--- config.mk ---
export PLATFORM = sky130hd
export DESIGN_NAME = erq_queue
export DESIGN_NICKNAME = d
export VERILOG_FILES = /design/src/rtl/erq_pkg.sv /design/src/rtl/erq_queue.sv
export SDC_FILE = /design/constraint.sdc
export NUM_CORES = 1
export LEC_CHECK = 0
export BUFFER_PORTS_ARGS = -buffer_cell sky130_fd_sc_hd__buf_4
export CAP_MARGIN = 20
export CELL_PAD_IN_SITES_DETAIL_PLACEMENT = 1
export CELL_PAD_IN_SITES_GLOBAL_PLACEMENT = 1
export CORE_MARGIN = 1.5
export CORE_UTILIZATION = 45
export DETAILED_ROUTE_END_ITERATION = 12
export PLACE_DENSITY = 0.73
export SYNTH_ARGS = -nofsm -noshare
export SYNTH_HDL_FRONTEND = slang
export SYNTH_SLANG_ARGS = --single-unit
--- constraint.sdc ---
create_clock -name clock -period 6.1 [get_ports clock]
set_clock_uncertainty 0.2 [all_clocks]
set_input_delay 0.61 -clock clock [delete_from_list [all_inputs] [get_ports clock]]
set_output_delay 0.61 -clock clock [all_outputs]
set_load 0.05 [all_outputs]
--- src/rtl/erq_pkg.sv ---
// types, constants and fixed point scaling for the euler to quaternion block
// no dependencies
package erq_pkg;

   localparam int ANGLE_FRAC_BITS = 6;
   localparam int OUT_FRAC_BITS   = 15;
   localparam int HALF_FRAC       = ANGLE_FRAC_BITS + 1;

   // half angle units: 2^-HALF_FRAC degree
   localparam logic [15:0] TURN      = 16'(360 << HALF_FRAC);
   localparam logic [15:0] QUARTER   = 16'(90 << HALF_FRAC);
   localparam logic [15:0] QUARTER_2 = 16'(180 << HALF_FRAC);
   localparam logic [15:0] QUARTER_3 = 16'(270 << HALF_FRAC);
   localparam logic [13:0] QUARTER_A = 14'(90 << HALF_FRAC);
   localparam logic [13:0] EIGHTH_A  = 14'(45 << HALF_FRAC);

   // degrees to radians: x = fa * RAD_Q + round((fa * RAD_R) / RAD_DEN)
   localparam longint unsigned PI_Q40  = 64'h3243F6A8886;
   localparam longint unsigned RAD_DEN = 64'd180 << (HALF_FRAC + 10);
   localparam logic [17:0] RAD_Q       = 18'(PI_Q40 / RAD_DEN);
   localparam logic [24:0] RAD_R       = 25'(PI_Q40 % RAD_DEN);
   localparam logic [37:0] RAD_HALF    = 38'(RAD_DEN / 64'd2);
   // RAD_DEN = 45 << RAD_SHIFT
   localparam int RAD_SHIFT            = HALF_FRAC + 12;
   localparam int RCP_SHIFT            = 24;
   localparam logic [18:0] RCP45       = 19'(((64'd1 << RCP_SHIFT) + 64'd44) / 64'd45);

   localparam int X_W = 30;

   // q2.30 arithmetic
   localparam logic [30:0] Q30_ONE      = 31'h4000_0000;
   localparam longint unsigned Q30_HALF = 64'd1 << 29;

   // taylor ratios as reciprocals, exact for dividends below 2^30
   localparam int SIN_STEPS = 4;
   localparam int COS_STEPS = 5;
   localparam int SIN_K [SIN_STEPS] = '{37, 36, 35, 33};
   localparam logic [31:0] SIN_RCP [SIN_STEPS] = '{
      32'(((64'd1 << 37) + 64'd71) / 64'd72),
      32'(((64'd1 << 36) + 64'd41) / 64'd42),
      32'(((64'd1 << 35) + 64'd19) / 64'd20),
      32'(((64'd1 << 33) + 64'd5) / 64'd6)
   };
   localparam int COS_K [COS_STEPS] = '{37, 36, 35, 34, 31};
   localparam logic [31:0] COS_RCP [COS_STEPS] = '{
      32'(((64'd1 << 37) + 64'd89) / 64'd90),
      32'(((64'd1 << 36) + 64'd55) / 64'd56),
      32'(((64'd1 << 35) + 64'd29) / 64'd30),
      32'(((64'd1 << 34) + 64'd11) / 64'd12),
      32'(((64'd1 << 31) + 64'd1) / 64'd2)
   };

   // output rescale from q2.30
   localparam int OUT_SHIFT             = 30 - OUT_FRAC_BITS;
   localparam longint unsigned OUT_RND  = 64'd1 << (OUT_SHIFT - 1);
   localparam logic [17:0] SAT_POS      = 18'd32767;
   localparam logic [17:0] SAT_NEG      = 18'd32768;

   // pipeline depths
   localparam int FRONT_DEPTH = 6;
   localparam int LANE_LAT    = 14;
   localparam int BACK_LAT    = LANE_LAT + 6;
   localparam int QDEPTH      = 4;
   localparam int QPTR_W      = $clog2(QDEPTH);

   typedef struct packed {
      logic signed [15:0] roll_deg;
      logic signed [15:0] pitch_deg;
      logic signed [15:0] yaw_deg;
   } req_type;

   typedef struct packed {
      logic signed [15:0] quat_w;
      logic signed [15:0] quat_x;
      logic signed [15:0] quat_y;
      logic signed [15:0] quat_z;
   } rsp_type;

   // one folded half angle: radians in q0.30, quadrant, octant swap
   typedef struct packed {
      logic [X_W-1:0] x;
      logic [1:0]     quad;
      logic           swap;
   } arg_type;

   // index 0 roll, 1 pitch, 2 yaw
   typedef arg_type [2:0] item_type;

   // sine and cosine as sign and magnitude
   typedef struct packed {
      logic        s_neg;
      logic [30:0] s_mag;
      logic        c_neg;
      logic [30:0] c_mag;
   } sc_type;

endpackage

--- src/rtl/erq_queue.sv ---
// short register queue between the front and back pipelines
// uses erq_pkg
module erq_queue (
   input  logic              clock,
   input  logic              reset,
   input  logic              in_valid,
   output logic              in_ready,
   input  erq_pkg::item_type in_item,
   output logic              out_valid,
   output erq_pkg::item_type out_item,
   input  logic              out_pop
);

   erq_pkg::item_type            mem_ff [erq_pkg::QDEPTH];
   logic [erq_pkg::QPTR_W-1:0]   wr_ff, rd_ff;
   logic [erq_pkg::QPTR_W:0]     cnt_ff;
   logic                         full, push, pop;

   assign full      = cnt_ff == (erq_pkg::QPTR_W + 1)'(erq_pkg::QDEPTH);
   assign in_ready  = !full || out_pop;
   assign out_valid = cnt_ff != '0;
   assign out_item  = mem_ff[rd_ff];
   assign push      = in_valid && in_ready;
   assign pop       = out_pop && out_valid;

   always_ff @(posedge clock) begin
      if (reset) begin
         wr_ff  <= '0;
         rd_ff  <= '0;
         cnt_ff <= '0;
      end else begin
         if (push) begin
            wr_ff <= wr_ff + 1'b1;
         end
         if (pop) begin
            rd_ff <= rd_ff + 1'b1;
         end
         if (push && !pop) begin
            cnt_ff <= cnt_ff + 1'b1;
         end else if (pop && !push) begin
            cnt_ff <= cnt_ff - 1'b1;
         end
      end
   end

   always_ff @(posedge clock) begin
      if (push) begin
         mem_ff[wr_ff] <= in_item;
      end
   end

endmodule

**After elaboration in Yosys (flattened, before gate mapping)**

Memory sizes are Yosys's and may differ from the RTL's. A register that Yosys moved wholly into a read port is not among the register bits.
Index checks and enable logic that the tools add are counted.
Widths: inputs -> output; s select.

- Bits in writable memories: 396
- Bits of input ports: 103
- Register bits: 7
- Memories: 1
- Logic and storage cells: 25

- Reduce and logical (&&, ||, !) cells: 10
- Multiplexer cells: 6
- Equal/unequal tests: 1
- $add $sub $neg: 4

Memories:

| memory | depth | width | read ports | clocked after Yosys merged registers in | wr ports | line | RTL |
|---|---|---|---|---|---|---|---|
| mem_ff | 4 | 99 | 1 | 1 | 1 | erq_queue.sv:14 | `erq_pkg::item_type mem_ff [erq_pkg::QDEPTH];` |

Operators with widths:

| kind | count |
|---|---|
| $mux 3 | 2 |
| $add 2x1->2 const B | 2 |
| $logic_and 1x1->1 | 4 |
| $mux 2 | 2 |
| $add 3x1->3 const B | 1 |
| $eq 3x3->1 const B | 1 |
| $logic_not 1->1 | 3 |
| $reduce_bool 3->1 | 1 |
| $sub 3x1->3 const B | 1 |
| $mux 1 | 2 |
| $reduce_bool 2->1 | 1 |
| $logic_or 1x1->1 | 1 |

**Logic depth before layout (Yosys ltp)**

- Depth in word-level cells: 8
- Depth in mapped cells: 9

**Worst setup path after synthesis**

Ideal clock, no wire load.

- Path kind: input to register
- Start: input out_pop
- End: memory mem_ff[0][0] (netlist bit) (enable)
- Stages on the path: 3
- Setup slack: 3283 ps
- Path buffers: 1
- Required time: 5487 ps
- Arrival time: 2203 ps
- Library setup time: 413 ps
- Path through: or4b_1 buf_6 and3_2

- Longest elaborated chain between the ends: 4

RTL lines:

| item | line | RTL |
|---|---|---|
| from (decl) | erq_queue.sv:11 | `input logic out_pop` |
| $logic_or 1x1->1 | erq_queue.sv:20 | `assign in_ready = !full \|\| out_pop;` |
| net in_ready | erq_queue.sv:7 | `output logic in_ready,` |
| $logic_and 1x1->1 | erq_queue.sv:23 | `assign push = in_valid && in_ready;` |
| $mux 1 | erq_queue.sv:47 | `if (push) begin` |
| $mux 1 (implied by the code) | erq_queue.sv:48 | `mem_ff[wr_ff] <= in_item;` |
| to (decl) | erq_queue.sv:14 |  |

The timed path passes the listed nets, and every way through them passes these cells.

==> results by stage <==
Clock network:
- The clock transition at the registers of the reported paths is 50 ps.
- The clock passes through at most 3 buffers.
- The clock tree from TritonCTS is yes.
- The clock sink count is 405.
- The clock tree root buffer cell is sky130_fd_sc_hd__clkbuf_16.
- The post-CTS repair timing setup buffer count is 0.
- The number of levels in the clock H-tree is 2.
- Once the clock tree was built, the resizer swapped 0 gates to a different size.
- The hold buffer count at cts is 0.
- The clock buffer count from CTS is 43.
- For the worst-skew pair, the clock arrives at the later sink with an insertion delay of 520 ps.

Synthesis:
- Of the post-synthesis cell area, the dominant cell type holds 0.808.
- After synthesis, the most frequently instantiated cells are sky130_fd_sc_hd__edfxtp_1, sky130_fd_sc_hd__mux4_2, sky130_fd_sc_hd__buf_2.
- The most used standard cell by instance count after synthesis is sky130_fd_sc_hd__edfxtp_1.
- After technology mapping, the gate count stands at 565.
- The total of flip-flops plus latches after synthesis is 405.
- Sorting the synthesized cells by area gives the leading types as sky130_fd_sc_hd__edfxtp_1, sky130_fd_sc_hd__mux4_2, sky130_fd_sc_hd__dfxtp_1, sky130_fd_sc_hd__ha_1, sky130_fd_sc_hd__buf_2.
- sky130_fd_sc_hd__edfxtp_1 takes more of the synthesized area than any other cell.
- The number of nets handed over by synthesis was 674.
- After synthesis the cells add up to 14700 um2.
- After synthesis, the share of flip-flops with an asynchronous set or reset is 0.
- The count of different cell masters after synthesis is 25.
- The total of warnings raised by yosys is 0.
- The most used flip-flop cell after synthesis is sky130_fd_sc_hd__edfxtp_1.
- The number of synthesized flops with an enable pin is 396.
- The average instance area after synthesis is 26.0 um2.
- The sequential share of the synthesized area is 0.821.

Global routing:
- Global routing finished with a remaining overflow of 0.
- The via count of the first global-routing pass came to 7475.
- The pin count of the biggest net entering global routing is 58.
- The global-route usage over all layers is 0.175.
- The first-pass GRT wire length is 44.1 mm.
- The number of antenna violations at the first check in global routing was 1.

Die:
- For this configuration, the core starts out at a cell density of 0.454.
- After floorplanning, the core was divided into 66 placement rows.
- In this run the horizontal extent of the chip is 184 um.
- After floorplanning, the core was sized to cover 32400 um2.
- The floorplan step set the die height to 184 um.
- The die outline area is 33800 um2.
- 204 I/O pins were placed.

Power:
- The share of total power in the clock network is 0.293.
- The net switching power is 0.00268 W.
- The share of total power dissipated in sequential elements is 0.415.
- The share of total power dissipated in combinational logic is 0.293.
- The fraction of power spent switching nets is 0.324.
- The cell leakage power is 6.02 nW.
- Internal power comes to 0.00560 W.
- The total power per unit cell area is 458 nW/um2.
- The highest ir drop seen on vdd is 0.291 mV.

Route:
- Across all layers, the routed design uses 6679 vias.
- The DRC violation count after routing is 0.
- The remaining number of nets flagged by the antenna check after routing is 0.
- The first detailed-routing pass ran for 5 iterations.
- For this block, the routed nets add up to 29.3 mm of wire.
- In the routed layout, each cell is associated on average with a via count of 5.26.
- The iteration-0 DRC count of the detailed router is 345.
- The average wire length per cell after detail routing is 23.1 um.

Critical path:
- The setup path with the least slack is of type register to output pin.
- The worst setup slack for register-to-register paths is 3030 ps.
- The endpoint of the worst register-to-register path is mem_ff[1][6].
- The capturing element type of the critical path is an output pin.
- STA puts the critical path data arrival time at 2850 ps.
- At the worst endpoint, the required time is 5290 ps.
- The worst setup path is launched from a register.
- For the worst flop-to-flop path, the logic depth is 3.
- In this run the critical register-to-register path is launched from cnt_ff[0].
- Along the worst path, the maximum fanout reaches 57.

Place:
- Including well taps, the total number of placed cells is 1192.
- The count of input and output buffers is 203.
- The placed cell area is 16700 um2.
- The final estimated routing congestion in global placement is 0.706.
- Detailed placement ended at an HPWL of 17.6 mm.

Job:
- The tool flagged a number of max-cap violations equal to 0.

Cells and area:
- At the end of the flow the core is filled with cells to 0.558.
- The number of diodes added for antenna fixing is 0.
- Summing all multi-input logic gate instances after layout gives 2520 um2.
- The footprint of the flip-flops and latches is 12100 um2.
- The final cell area excluding filler cells is 18100 um2.
- In the final layout, the share of cells above drive strength 1 is 0.453.
- The layout has 2825 filler cells.
- The area growth from synthesis to layout is 22.8%.
- The final layout contains 904 nets.
- Once layout is complete, the cells apart from fillers number 1269.

STA:
- The final-report max-slew violation count is 0.
- The minimum period implied by the final worst setup slack is 3660 ps.
- The worst slack on hold paths is 92.5 ps.
- At the pin with the least slew margin, the transition time is 927 ps.
- The setup TNS is 0 ps.
- The part of the cycle the worst path needs is 0.600.
- Setup repair after global routing left no endpoint under its margin.
- The final setup violation count is 0.
- The worst slew slack as a fraction of its limit is 0.382.
- The number of hold violations in the final report came to 0.
- Based on the critical path, the design can be clocked at up to 273 MHz.

Worst hold path:
- The path with the worst hold slack has its endpoint at mem_ff[0][87].
- The type of the tightest min-delay check is input pin to register.
- The start point of the worst hold path is in_item[87].
- The number of cells traversed by the worst hold path is 1.

Outcome:
- The run finished with clean final reports.
-- cell type report --
cell class	instances	share of cell area
inverter	3	0.000623
multi-input combinational	133	0.139
clock buffer	59	0.0658
tap	442	0.0306
sequential	405	0.668
timing repair buffer	209	0.0875
clock inverter	18	0.00769
-- stage by stage --
stage               total power (W)  setup WS (ps)
floorplan                   0.00522           3280
global placement            0.00589           2910
detailed placement          0.00595           2800
CTS                         0.00840           2340
global route                0.00857           2210
finish                      0.00828           2440
-- power groups by stage --
stage	registers, W	clock network (W)	logic [W]
global placement	0.00348	0	0.00241
floorplan	0.00337	0	0.00185
CTS	0.00345	0.00249	0.00246
finish	0.00343	0.00242	0.00242
global route	0.00347	0.00257	0.00253
detailed placement	0.00350	0	0.00245
-- cell families (layout without fill, tap and decap cells) --
group	count (synthesis)	after routing	synth area share
XOR/XNOR	4	4	0.00238
flip-flops	405	405	0.821
AO/OA/AOI/OAI	8	8	0.00374
buffers and inverters	27	289	0.00919
AND/OR/NAND/NOR	15	15	0.00613
adder cells (fa/ha/maj)	6	6	0.00561
multiplexers	100	100	0.152
-- state kept, by name, indices dropped and copies added (netlist names), named ones only --
register and count:
mem_ff 396, cnt_ff 3, rd_ff 2, wr_ff 2
-- worst max-delay path by stage --
stage | startpoint | slack (ps) | endpoint | cells after the start
finish | register | 2440 | out_item[27] | 3
global route | register | 2210 | out_item[78] | 3
CTS | register | 2340 | out_item[78] | 3
detailed placement | out_pop | 2800 | mem_ff[1][19] | 4
global placement | out_pop | 2910 | mem_ff[0][20] | 4
floorplan | out_pop | 3280 | mem_ff[0][0] | 3
-- worst max-delay path, cell delays in order, from the launching register on --
cell and delay [ps]:
sky130_fd_sc_hd__dfxtp_4 870, sky130_fd_sc_hd__buf_4 680, sky130_fd_sc_hd__mux4_2 450, sky130_fd_sc_hd__buf_4 210
-- routing by layer --
layer  share of wire  vias up  GRT usage
met5         0.00044        -          0
met4           0.017        2     0.0426
met3           0.072       42     0.0519
met2            0.52      179      0.310
met1            0.39     3561      0.211
li1                -     2895          -
-- cell usage in the layout (no fill, tap or decap), drive strengths merged, types with 4 or more instances in the layout --
| master | count |
|---|---|
| mux4 | 99 |
| edfxtp | 396 |
| clkinv | 15 |
| dfxtp | 9 |
| and3 | 4 |
| ha | 5 |
| buf | 209 |
| xor2 | 4 |
| clkbuf | 59 |
| nor2 | 5 |
Power figures use the tool's default switching activity.
