File: src/rtl/erq_pkg.sv
// types, constants and fixed point scaling for the euler to quaternion block
// no dependencies
package erq_pkg;

   localparam int ANGLE_FRAC_BITS = 6;
   localparam int OUT_FRAC_BITS   = 15;
   localparam int HALF_FRAC       = ANGLE_FRAC_BITS + 1;

   // half angle units: 2^-HALF_FRAC degree
   localparam logic [15:0] TURN      = 16'(360 << HALF_FRAC);
   localparam logic [15:0] QUARTER   = 16'(90 << HALF_FRAC);
   localparam logic [15:0] QUARTER_2 = 16'(180 << HALF_FRAC);
   localparam logic [15:0] QUARTER_3 = 16'(270 << HALF_FRAC);
   localparam logic [13:0] QUARTER_A = 14'(90 << HALF_FRAC);
   localparam logic [13:0] EIGHTH_A  = 14'(45 << HALF_FRAC);

   // degrees to radians: x = fa * RAD_Q + round((fa * RAD_R) / RAD_DEN)
   localparam longint unsigned PI_Q40  = 64'h3243F6A8886;
   localparam longint unsigned RAD_DEN = 64'd180 << (HALF_FRAC + 10);
   localparam logic [17:0] RAD_Q       = 18'(PI_Q40 / RAD_DEN);
   localparam logic [24:0] RAD_R       = 25'(PI_Q40 % RAD_DEN);
   localparam logic [37:0] RAD_HALF    = 38'(RAD_DEN / 64'd2);
   // RAD_DEN = 45 << RAD_SHIFT
   localparam int RAD_SHIFT            = HALF_FRAC + 12;
   localparam int RCP_SHIFT            = 24;
   localparam logic [18:0] RCP45       = 19'(((64'd1 << RCP_SHIFT) + 64'd44) / 64'd45);

   localparam int X_W = 30;

   // q2.30 arithmetic
   localparam logic [30:0] Q30_ONE      = 31'h4000_0000;
   localparam longint unsigned Q30_HALF = 64'd1 << 29;

   // taylor ratios as reciprocals, exact for dividends below 2^30
   localparam int SIN_STEPS = 4;
   localparam int COS_STEPS = 5;
   localparam int SIN_K [SIN_STEPS] = '{37, 36, 35, 33};
   localparam logic [31:0] SIN_RCP [SIN_STEPS] = '{
      32'(((64'd1 << 37) + 64'd71) / 64'd72),
      32'(((64'd1 << 36) + 64'd41) / 64'd42),
      32'(((64'd1 << 35) + 64'd19) / 64'd20),
      32'(((64'd1 << 33) + 64'd5) / 64'd6)
   };
   localparam int COS_K [COS_STEPS] = '{37, 36, 35, 34, 31};
   localparam logic [31:0] COS_RCP [COS_STEPS] = '{
      32'(((64'd1 << 37) + 64'd89) / 64'd90),
      32'(((64'd1 << 36) + 64'd55) / 64'd56),
      32'(((64'd1 << 35) + 64'd29) / 64'd30),
      32'(((64'd1 << 34) + 64'd11) / 64'd12),
      32'(((64'd1 << 31) + 64'd1) / 64'd2)
   };

   // output rescale from q2.30
   localparam int OUT_SHIFT             = 30 - OUT_FRAC_BITS;
   localparam longint unsigned OUT_RND  = 64'd1 << (OUT_SHIFT - 1);
   localparam logic [17:0] SAT_POS      = 18'd32767;
   localparam logic [17:0] SAT_NEG      = 18'd32768;

   // pipeline depths
   localparam int FRONT_DEPTH = 6;
   localparam int LANE_LAT    = 14;
   localparam int BACK_LAT    = LANE_LAT + 6;
   localparam int QDEPTH      = 4;
   localparam int QPTR_W      = $clog2(QDEPTH);

   typedef struct packed {
      logic signed [15:0] roll_deg;
      logic signed [15:0] pitch_deg;
      logic signed [15:0] yaw_deg;
   } req_type;

   typedef struct packed {
      logic signed [15:0] quat_w;
      logic signed [15:0] quat_x;
      logic signed [15:0] quat_y;
      logic signed [15:0] quat_z;
   } rsp_type;

   // one folded half angle: radians in q0.30, quadrant, octant swap
   typedef struct packed {
      logic [X_W-1:0] x;
      logic [1:0]     quad;
      logic           swap;
   } arg_type;

   // index 0 roll, 1 pitch, 2 yaw
   typedef arg_type [2:0] item_type;

   // sine and cosine as sign and magnitude
   typedef struct packed {
      logic        s_neg;
      logic [30:0] s_mag;
      logic        c_neg;
      logic [30:0] c_mag;
   } sc_type;

endpackage

File: src/rtl/erq_front.sv
// front pipeline: accepts requests, reduces and folds the half angles,
// converts them to radians; uses erq_pkg
module erq_front (
   input  logic              clock,
   input  logic              reset,
   input  logic              req_valid,
   output logic              req_ready,
   input  erq_pkg::req_type  req_data,
   output logic              out_valid,
   output erq_pkg::item_type out_item,
   input  logic              out_ready
);

   logic [erq_pkg::FRONT_DEPTH-1:0] vld_ff;
   logic                            en;
   logic signed [15:0]              ang [3];

   assign en        = !vld_ff[erq_pkg::FRONT_DEPTH-1] || out_ready;
   assign req_ready = en;
   assign out_valid = vld_ff[erq_pkg::FRONT_DEPTH-1];

   assign ang[0] = req_data.roll_deg;
   assign ang[1] = req_data.pitch_deg;
   assign ang[2] = req_data.yaw_deg;

   always_ff @(posedge clock) begin
      if (reset) begin
         vld_ff <= '0;
      end else if (en) begin
         vld_ff <= {vld_ff[erq_pkg::FRONT_DEPTH-2:0], req_valid};
      end
   end

   for (genvar i = 0; i < 3; i++) begin : g_ang
      logic [15:0]          r_ff, r_in;
      logic [1:0]           q2_ff, q2_in;
      logic [13:0]          a2_ff, a2_in;
      logic [1:0]           q3_ff;
      logic                 s3_ff, s3_in;
      logic [12:0]          fa_ff, fa_in;
      logic [1:0]           q4_ff;
      logic                 s4_ff;
      logic [29:0]          fq4_ff, fq4_in;
      logic [37:0]          fr_ff, fr_in;
      logic [1:0]           q5_ff;
      logic                 s5_ff;
      logic [29:0]          fq5_ff;
      logic [18:0]          z;
      logic [37:0]          zc_ff, zc_in;
      logic [1:0]           q6_ff;
      logic                 s6_ff;
      logic [erq_pkg::X_W-1:0] x_ff, x_in;

      always_comb begin
         // wrap a negative half angle up by one turn (16-bit wrap does it)
         r_in = ang[i][15] ? 16'(unsigned'(ang[i]) + erq_pkg::TURN) : unsigned'(ang[i]);

         if (r_ff >= erq_pkg::QUARTER_3) begin
            q2_in = 2'd3;
            a2_in = 14'(r_ff - erq_pkg::QUARTER_3);
         end else if (r_ff >= erq_pkg::QUARTER_2) begin
            q2_in = 2'd2;
            a2_in = 14'(r_ff - erq_pkg::QUARTER_2);
         end else if (r_ff >= erq_pkg::QUARTER) begin
            q2_in = 2'd1;
            a2_in = 14'(r_ff - erq_pkg::QUARTER);
         end else begin
            q2_in = 2'd0;
            a2_in = 14'(r_ff);
         end

         // above the octant, work on the complement
         s3_in = a2_ff > erq_pkg::EIGHTH_A;
         fa_in = s3_in ? 13'(erq_pkg::QUARTER_A - a2_ff) : 13'(a2_ff);

         fq4_in = 30'(30'(fa_ff) * 30'(erq_pkg::RAD_Q));
         fr_in  = 38'(38'(fa_ff) * 38'(erq_pkg::RAD_R)) + erq_pkg::RAD_HALF;

         z      = 19'(fr_ff >> erq_pkg::RAD_SHIFT);
         zc_in  = 38'(38'(z) * 38'(erq_pkg::RCP45));

         x_in   = 30'(fq5_ff + 30'(zc_ff >> erq_pkg::RCP_SHIFT));
      end

      always_ff @(posedge clock) begin
         if (en) begin
            r_ff   <= r_in;
            q2_ff  <= q2_in;
            a2_ff  <= a2_in;
            q3_ff  <= q2_ff;
            s3_ff  <= s3_in;
            fa_ff  <= fa_in;
            q4_ff  <= q3_ff;
            s4_ff  <= s3_ff;
            fq4_ff <= fq4_in;
            fr_ff  <= fr_in;
            q5_ff  <= q4_ff;
            s5_ff  <= s4_ff;
            fq5_ff <= fq4_ff;
            zc_ff  <= zc_in;
            q6_ff  <= q5_ff;
            s6_ff  <= s5_ff;
            x_ff   <= x_in;
         end
      end

      assign out_item[i].x    = x_ff;
      assign out_item[i].quad = q6_ff;
      assign out_item[i].swap = s6_ff;
   end

endmodule

File: config.mk
export PLATFORM = sky130hd
export DESIGN_NAME = erq_front
export DESIGN_NICKNAME = d
export VERILOG_FILES = /design/src/rtl/erq_pkg.sv /design/src/rtl/erq_front.sv
export SDC_FILE = /design/constraint.sdc
export NUM_CORES = 2
export LEC_CHECK = 0
export BUFFER_PORTS_ARGS = -buffer_cell sky130_fd_sc_hd__buf_2
export CORE_MARGIN = 2
export CORE_UTILIZATION = 45
export DETAILED_ROUTE_END_ITERATION = 8
export PLACE_DENSITY = 0.67
export SLEW_MARGIN = 20
export SYNTH_ARGS = -nofsm -noshare
export SYNTH_HDL_FRONTEND = slang
export SYNTH_SLANG_ARGS = --single-unit
File: constraint.sdc
create_clock -name clock -period 21.5 [get_ports clock]
set_input_delay 0 -clock clock [delete_from_list [all_inputs] [get_ports clock]]
set_output_delay 0 -clock clock [all_outputs]
set_load 0.005 [all_outputs]
### Yosys cells after proc, flatten, opt, wreduce, memory -nomap -nowiden

Cells that the tools add are included.

* $mul: 9
* add/subtract/negate cells: 21
* order comparisons: 12
* mux-type cells: 21
* reductions and logical operators: 5

Operators with widths (number)
* $mux W14: 9
* $add A38 B24 Y38 const B: 3
* $mul A13 B24 Y37 const B: 3
* $mul A19 B17 Y36 const B: 3
* $add A30 B14 Y30: 3
* $mul A13 B15 Y27 const B: 3
* $add A16 B16 Y16 const B: 3
* $ge A16 B14 Y1 const B: 3
* $ge A16 B15 Y1 const B: 3
* $ge A16 B16 Y1 const B: 3
* $mux W15: 3
* $gt A14 B13 Y1 const B: 3
* $sub A14 B11 Y14 const B: 3
* $sub A14 B13 Y14 const B: 3
* $sub A14 B14 Y14 const B: 3
* $mux W13: 3
* $sub A12 B13 Y13 const A: 3
* $mux W1: 6
* $reduce_or A2 Y1: 3
* $logic_not A1 Y1: 1
* $logic_or A1 B1 Y1: 1

* logic and storage cells: 126
* input port bits: 52
* bits in registers: 651

### Logic depth before layout (Yosys ltp)

* depth in word-level cells: 4
* mapped depth: 25
* depth with buffers taken out: 25

### Least setup slack after synthesis

No wires, ideal clock.

* path kind: register to register
* start: register vld_ff[5] in the netlist's numbering
* end: register vld_ff[0] in the netlist's numbering
* stages on the path, launching flop included: 5
* path slack: 5542 ps
* data required time: 21338 ps
* path buffers: 1
* clock period less this slack: 15958 ps
* arrival: 15796 ps
* setup time: 162 ps
* cell sequence: dfxtp_1 -> nand2b_1 -> clkbuf_1 -> mux2i_1 -> nor2_1

* cells in the longest elaborated chain, start to end: 2

Ends and longest elaborated chain
* from (decl): RTL line erq_front.sv:14 `logic [erq_pkg::FRONT_DEPTH-1:0] vld_ff;`
* from (signal assigned): RTL line erq_front.sv:30 `vld_ff <= {vld_ff[erq_pkg::FRONT_DEPTH-2:0], req_valid};`
* $logic_not A1 Y1: RTL line erq_front.sv:18 `assign en = !vld_ff[erq_pkg::FRONT_DEPTH-1] || out_ready;`
* $logic_or A1 B1 Y1: RTL line erq_front.sv:18
* net req_ready: RTL line erq_front.sv:7 `output logic req_ready,`

The timed path passes the listed nets, and every way through them passes these cells.
A chain may end at the register's enable or synchronous reset.

### Final worst setup path

* start: register g_ang[2].fa_ff[11]
* end: register g_ang[2].fr_ff[34] (data pin)

* cells in the longest elaborated chain, start to end: 2

Ends and longest elaborated chain
* from (decl): RTL line erq_front.sv:40 `logic [12:0] fa_ff, fa_in;`
* from (signal assigned): RTL line erq_front.sv:92 `fa_ff <= fa_in;`
* $mul A13 B24 Y37: RTL line erq_front.sv:77 `fr_in = 38'(38'(fa_ff) * 38'(erq_pkg::RAD_R)) + erq_pkg::RAD_HALF;`
* $add A38 B24 Y38: RTL line erq_front.sv:77
* net g_ang[2].fr_in[34]: RTL line erq_front.sv:44 `logic [37:0] fr_ff, fr_in;`
* to (signal assigned): RTL line erq_front.sv:96 `fr_ff <= fr_in;`
* to (decl): RTL line erq_front.sv:44

The timed path passes the listed nets, and every way through them passes these cells.

==> results.cfg <==
[run_status]
status = complete, no violations

[yosys]
synth_xor_area_share_pct = 4.56
synth_seq_area_share_pct = 27.5
ys_top_cells_by_area = edfxtp_1, fa_1, ha_1
synth_cell_type_count = 94
syn_area_um2 = 57400
syn_inst = 5125
synth_top_family_by_area = adder cells
yosysTopAreaCellShare_pct = 27.3
syn-num-nets = 6875
synth_area_leader_cell = edfxtp_1
synth_compound_area_share_pct = 7.66
synth_fa_ha_area_share_pct = 45.7
ys_seq_elements = 528
synthSimpleGateAreaFrac_pct = 6.46
synthMuxAreaShare_pct = 0.270
post_synth.cell_area_avg_um2 = 11.2
ys.flop_type = edfxtp_1
ys_async_sr_fraction_pct = 0
ys_warn_count = 0
synth_edf_count = 522

[floorplanning]
core_area_um2 = 127000
start_util_pct = 45.2
num_rows = 131
dieArea_um2 = 130000
die_w_um = 361
ios = 153
die_h_um = 361

[cts]
clockBufferDepth = 3
clockRootBuffer = clkbuf_16
tritoncts = built
postCtsSetupBuffers = 0
cts.clk_slew.worst_paths_ns = 0.06
cts_sinks = 528
numCtsBuffers = 61
cts_resized = 0
htree_levels = 2
cts_hold_buf = 97
worst_skew_pair.late_latency_ns = 0.70

[routing]
first_pass_iters = 5
ant_nets = 0
wl_per_cell_um = 16.1
routed_wl_mm = 115
initialDrtViolationCount = 1627
drc = 0
num_vias = 36400
avgViaCountPerCell = 5.10

[cells_and_area]
diodes = 0
layout_commonest_cell = inv_1
drive_gt1_share_pct = 5.70
areaGrowthSynthToFinish_pct = 10.2
layout.cells.non_filler = 7135
layout_common_cells = inv_1, ha_1, fa_1
final_nets = 7174
final_area_um2 = 63200

[sta]
finClkSkew_ns = 0.0568
fin_crit_ns = 6.64
fmax_mhz = 151
fin_tns_setup_ns = 0
fin_ws_ns = 14.86
rsz0062_at_grt = false
setup_viol = 0
finalCritPeriodShare_pct = 30.9
slew_viol_final = 0
max_slew.worst_pin.slew_ns = 1.07
max-slew-margin-rel_pct = 27.8
hold_viol_final = 0

[critical_path]
cp_slowest_cell = edfxtp_1
crit_top_cell = ha_1
crit_fanout = 12
slowest_delay_ns = 0.84
path_delay_family = adder cells
worst-endpoint-required_ns = 21.92
crit_buf_inv = 2
cp_data_arrival_time_ns = 7.06
critical_path.cell_chain = inv_1 > ha_1 > inv_1 > ha_1 > ha_1 > fa_1 > fa_1 > ha_1 > nand2_1 > o21ai_0 > nor4_1 > a2111oi_0 > and2_1 > ha_1 > nor3_1 > o21ai_1 > nand2_1 > o31a_1 > or3_1 > xor2_1
criticalPathCategory = reg2reg
start_kind = register
critPathCaptureType = register

[grt]
grt_pass1_vias = 39000
grt_max_degree = 165
grt_util_all_layers_pct = 18.3
grt_pass1_wl_mm = 195
grt_overflow = 0
grt_antenna_before_repair = 4

[place]
gp_congestion = 0.911
place_inst = 6926
dp_hpwl_mm = 93.7
io_buffers = 152
place_area_um2 = 60200
dp_slack_ns = 14.87

[worst_hold_path]
hold_class = in2reg

[job]
drv_cap = 0
## cells in the mapped netlist, types with 6 or more instances
cell,count
or3_1,24
clkbuf_1,19
a21boi_0,18
o21ai_0,129
nor3_1,75
o41ai_1,8
o211a_1,7
o2111ai_1,10
and2_1,23
a2111oi_0,11
fa_1,663
mux2i_1,11
edfxtp_1,522
nor2_1,198
o31a_1,6
or4_1,8
nand3b_1,8
nand3_1,66
o31ai_1,16
nand4_1,24
inv_1,1173
nand2b_1,28
dfxtp_1,6
a211o_1,9
o21a_1,29
nor2b_1,33
or2_2,13
o211ai_1,20
o21bai_1,16
nor3b_1,10
a31o_2,8
a21oi_1,173
a211oi_1,20
a221oi_1,6
nor4_1,10
a31oi_1,17
a21o_1,77
xnor2_1,202
and3_1,39
ha_1,1035
nand2_1,153
a41o_1,6
xor2_1,95
## worst register-to-register path: stages, from the launching register on
cell	delay (ns)
edfxtp_1	0.84
inv_1	0.12
ha_1	0.35
inv_1	0.08
ha_1	0.29
ha_1	0.30
fa_1	0.51
fa_1	0.41
ha_1	0.33
nand2_1	0.08
o21ai_0	0.42
nor4_1	0.10
a2111oi_0	0.67
and2_1	0.23
ha_1	0.19
nor3_1	0.09
o21ai_1	0.38
nand2_1	0.24
o31a_1	0.29
or3_1	0.32
xor2_1	0.14
## stage by stage
step | util, % | hold WS (ns)
5_1_grt | 49.8 | 0.0459
6_report | 49.8 | 0.0607
4_1_cts | 49.8 | 0.00143
3_3_place_gp | 47.4 | 0.176
2_1_floorplan | - | 0.0691
3_5_place_dp | 47.4 | 0.178
## cell families (layout without fill, tap and decap cells)
group / count (synthesis) / after routing
flip-flops: 528 / 528
AO/OA/AOI/OAI: 650 / 650
XOR/XNOR: 298 / 298
AND/OR/NAND/NOR: 740 / 740
multiplexers: 15 / 15
adder cells (fa/ha/maj): 1698 / 1698
buffers and inverters: 1196 / 1544
## layer usage
layer	routed length (um)	GRT usage (%)	vias up
li1	-	-	17800
met1	52700	24.8	17900
met2	55700	31.3	543
met3	4570	2.45	136
met4	2230	4.04	0
met5	0	0	-
## final timing paths
check,startpoint,to,slack (ns),cells past startpoint
worst max-delay path,g_ang[2].fa_ff[11],g_ang[2].fr_ff[34],14.86,20
worst min-delay path,req_data[37],g_ang[0].r_ff[5],0.06,2
worst max register to register,g_ang[2].fa_ff[11],g_ang[2].fr_ff[34],14.86,20
worst min register to register,g_ang[0].fq4_ff[8],g_ang[0].fq5_ff[8],0.41,0
## final cells by class
type | instances | area (um^2)
fill | 11200 | 63800
timing repair buffer | 258 | 1820
clock buffer | 69 | 1560
clock inverter | 43 | 455
inverter | 1174 | 4410
tap | 1662 | 2080
sequential | 528 | 15800
multi-input combinational | 3401 | 37100
## registers in the layout, indices dropped and copies added (netlist names)
register      cells
g_ang.zc_ff      42
g_ang.x_ff       90
g_ang.fq4_ff     81
g_ang.fq5_ff     81
g_ang.q2_ff       6
g_ang.fa_ff      39
g_ang.q6_ff       6
g_ang.q5_ff       6
vld_ff            6
g_ang.fr_ff      57
g_ang.a2_ff      42
g_ang.q3_ff       6
g_ang.r_ff       48
g_ang.s6_ff       3
g_ang.q4_ff       6
g_ang.s5_ff       3
g_ang.s4_ff       3
g_ang.s3_ff       3
Power is not shown: default switching activity piles up to over one toggle a cycle in this logic, so the estimate is an artifact.
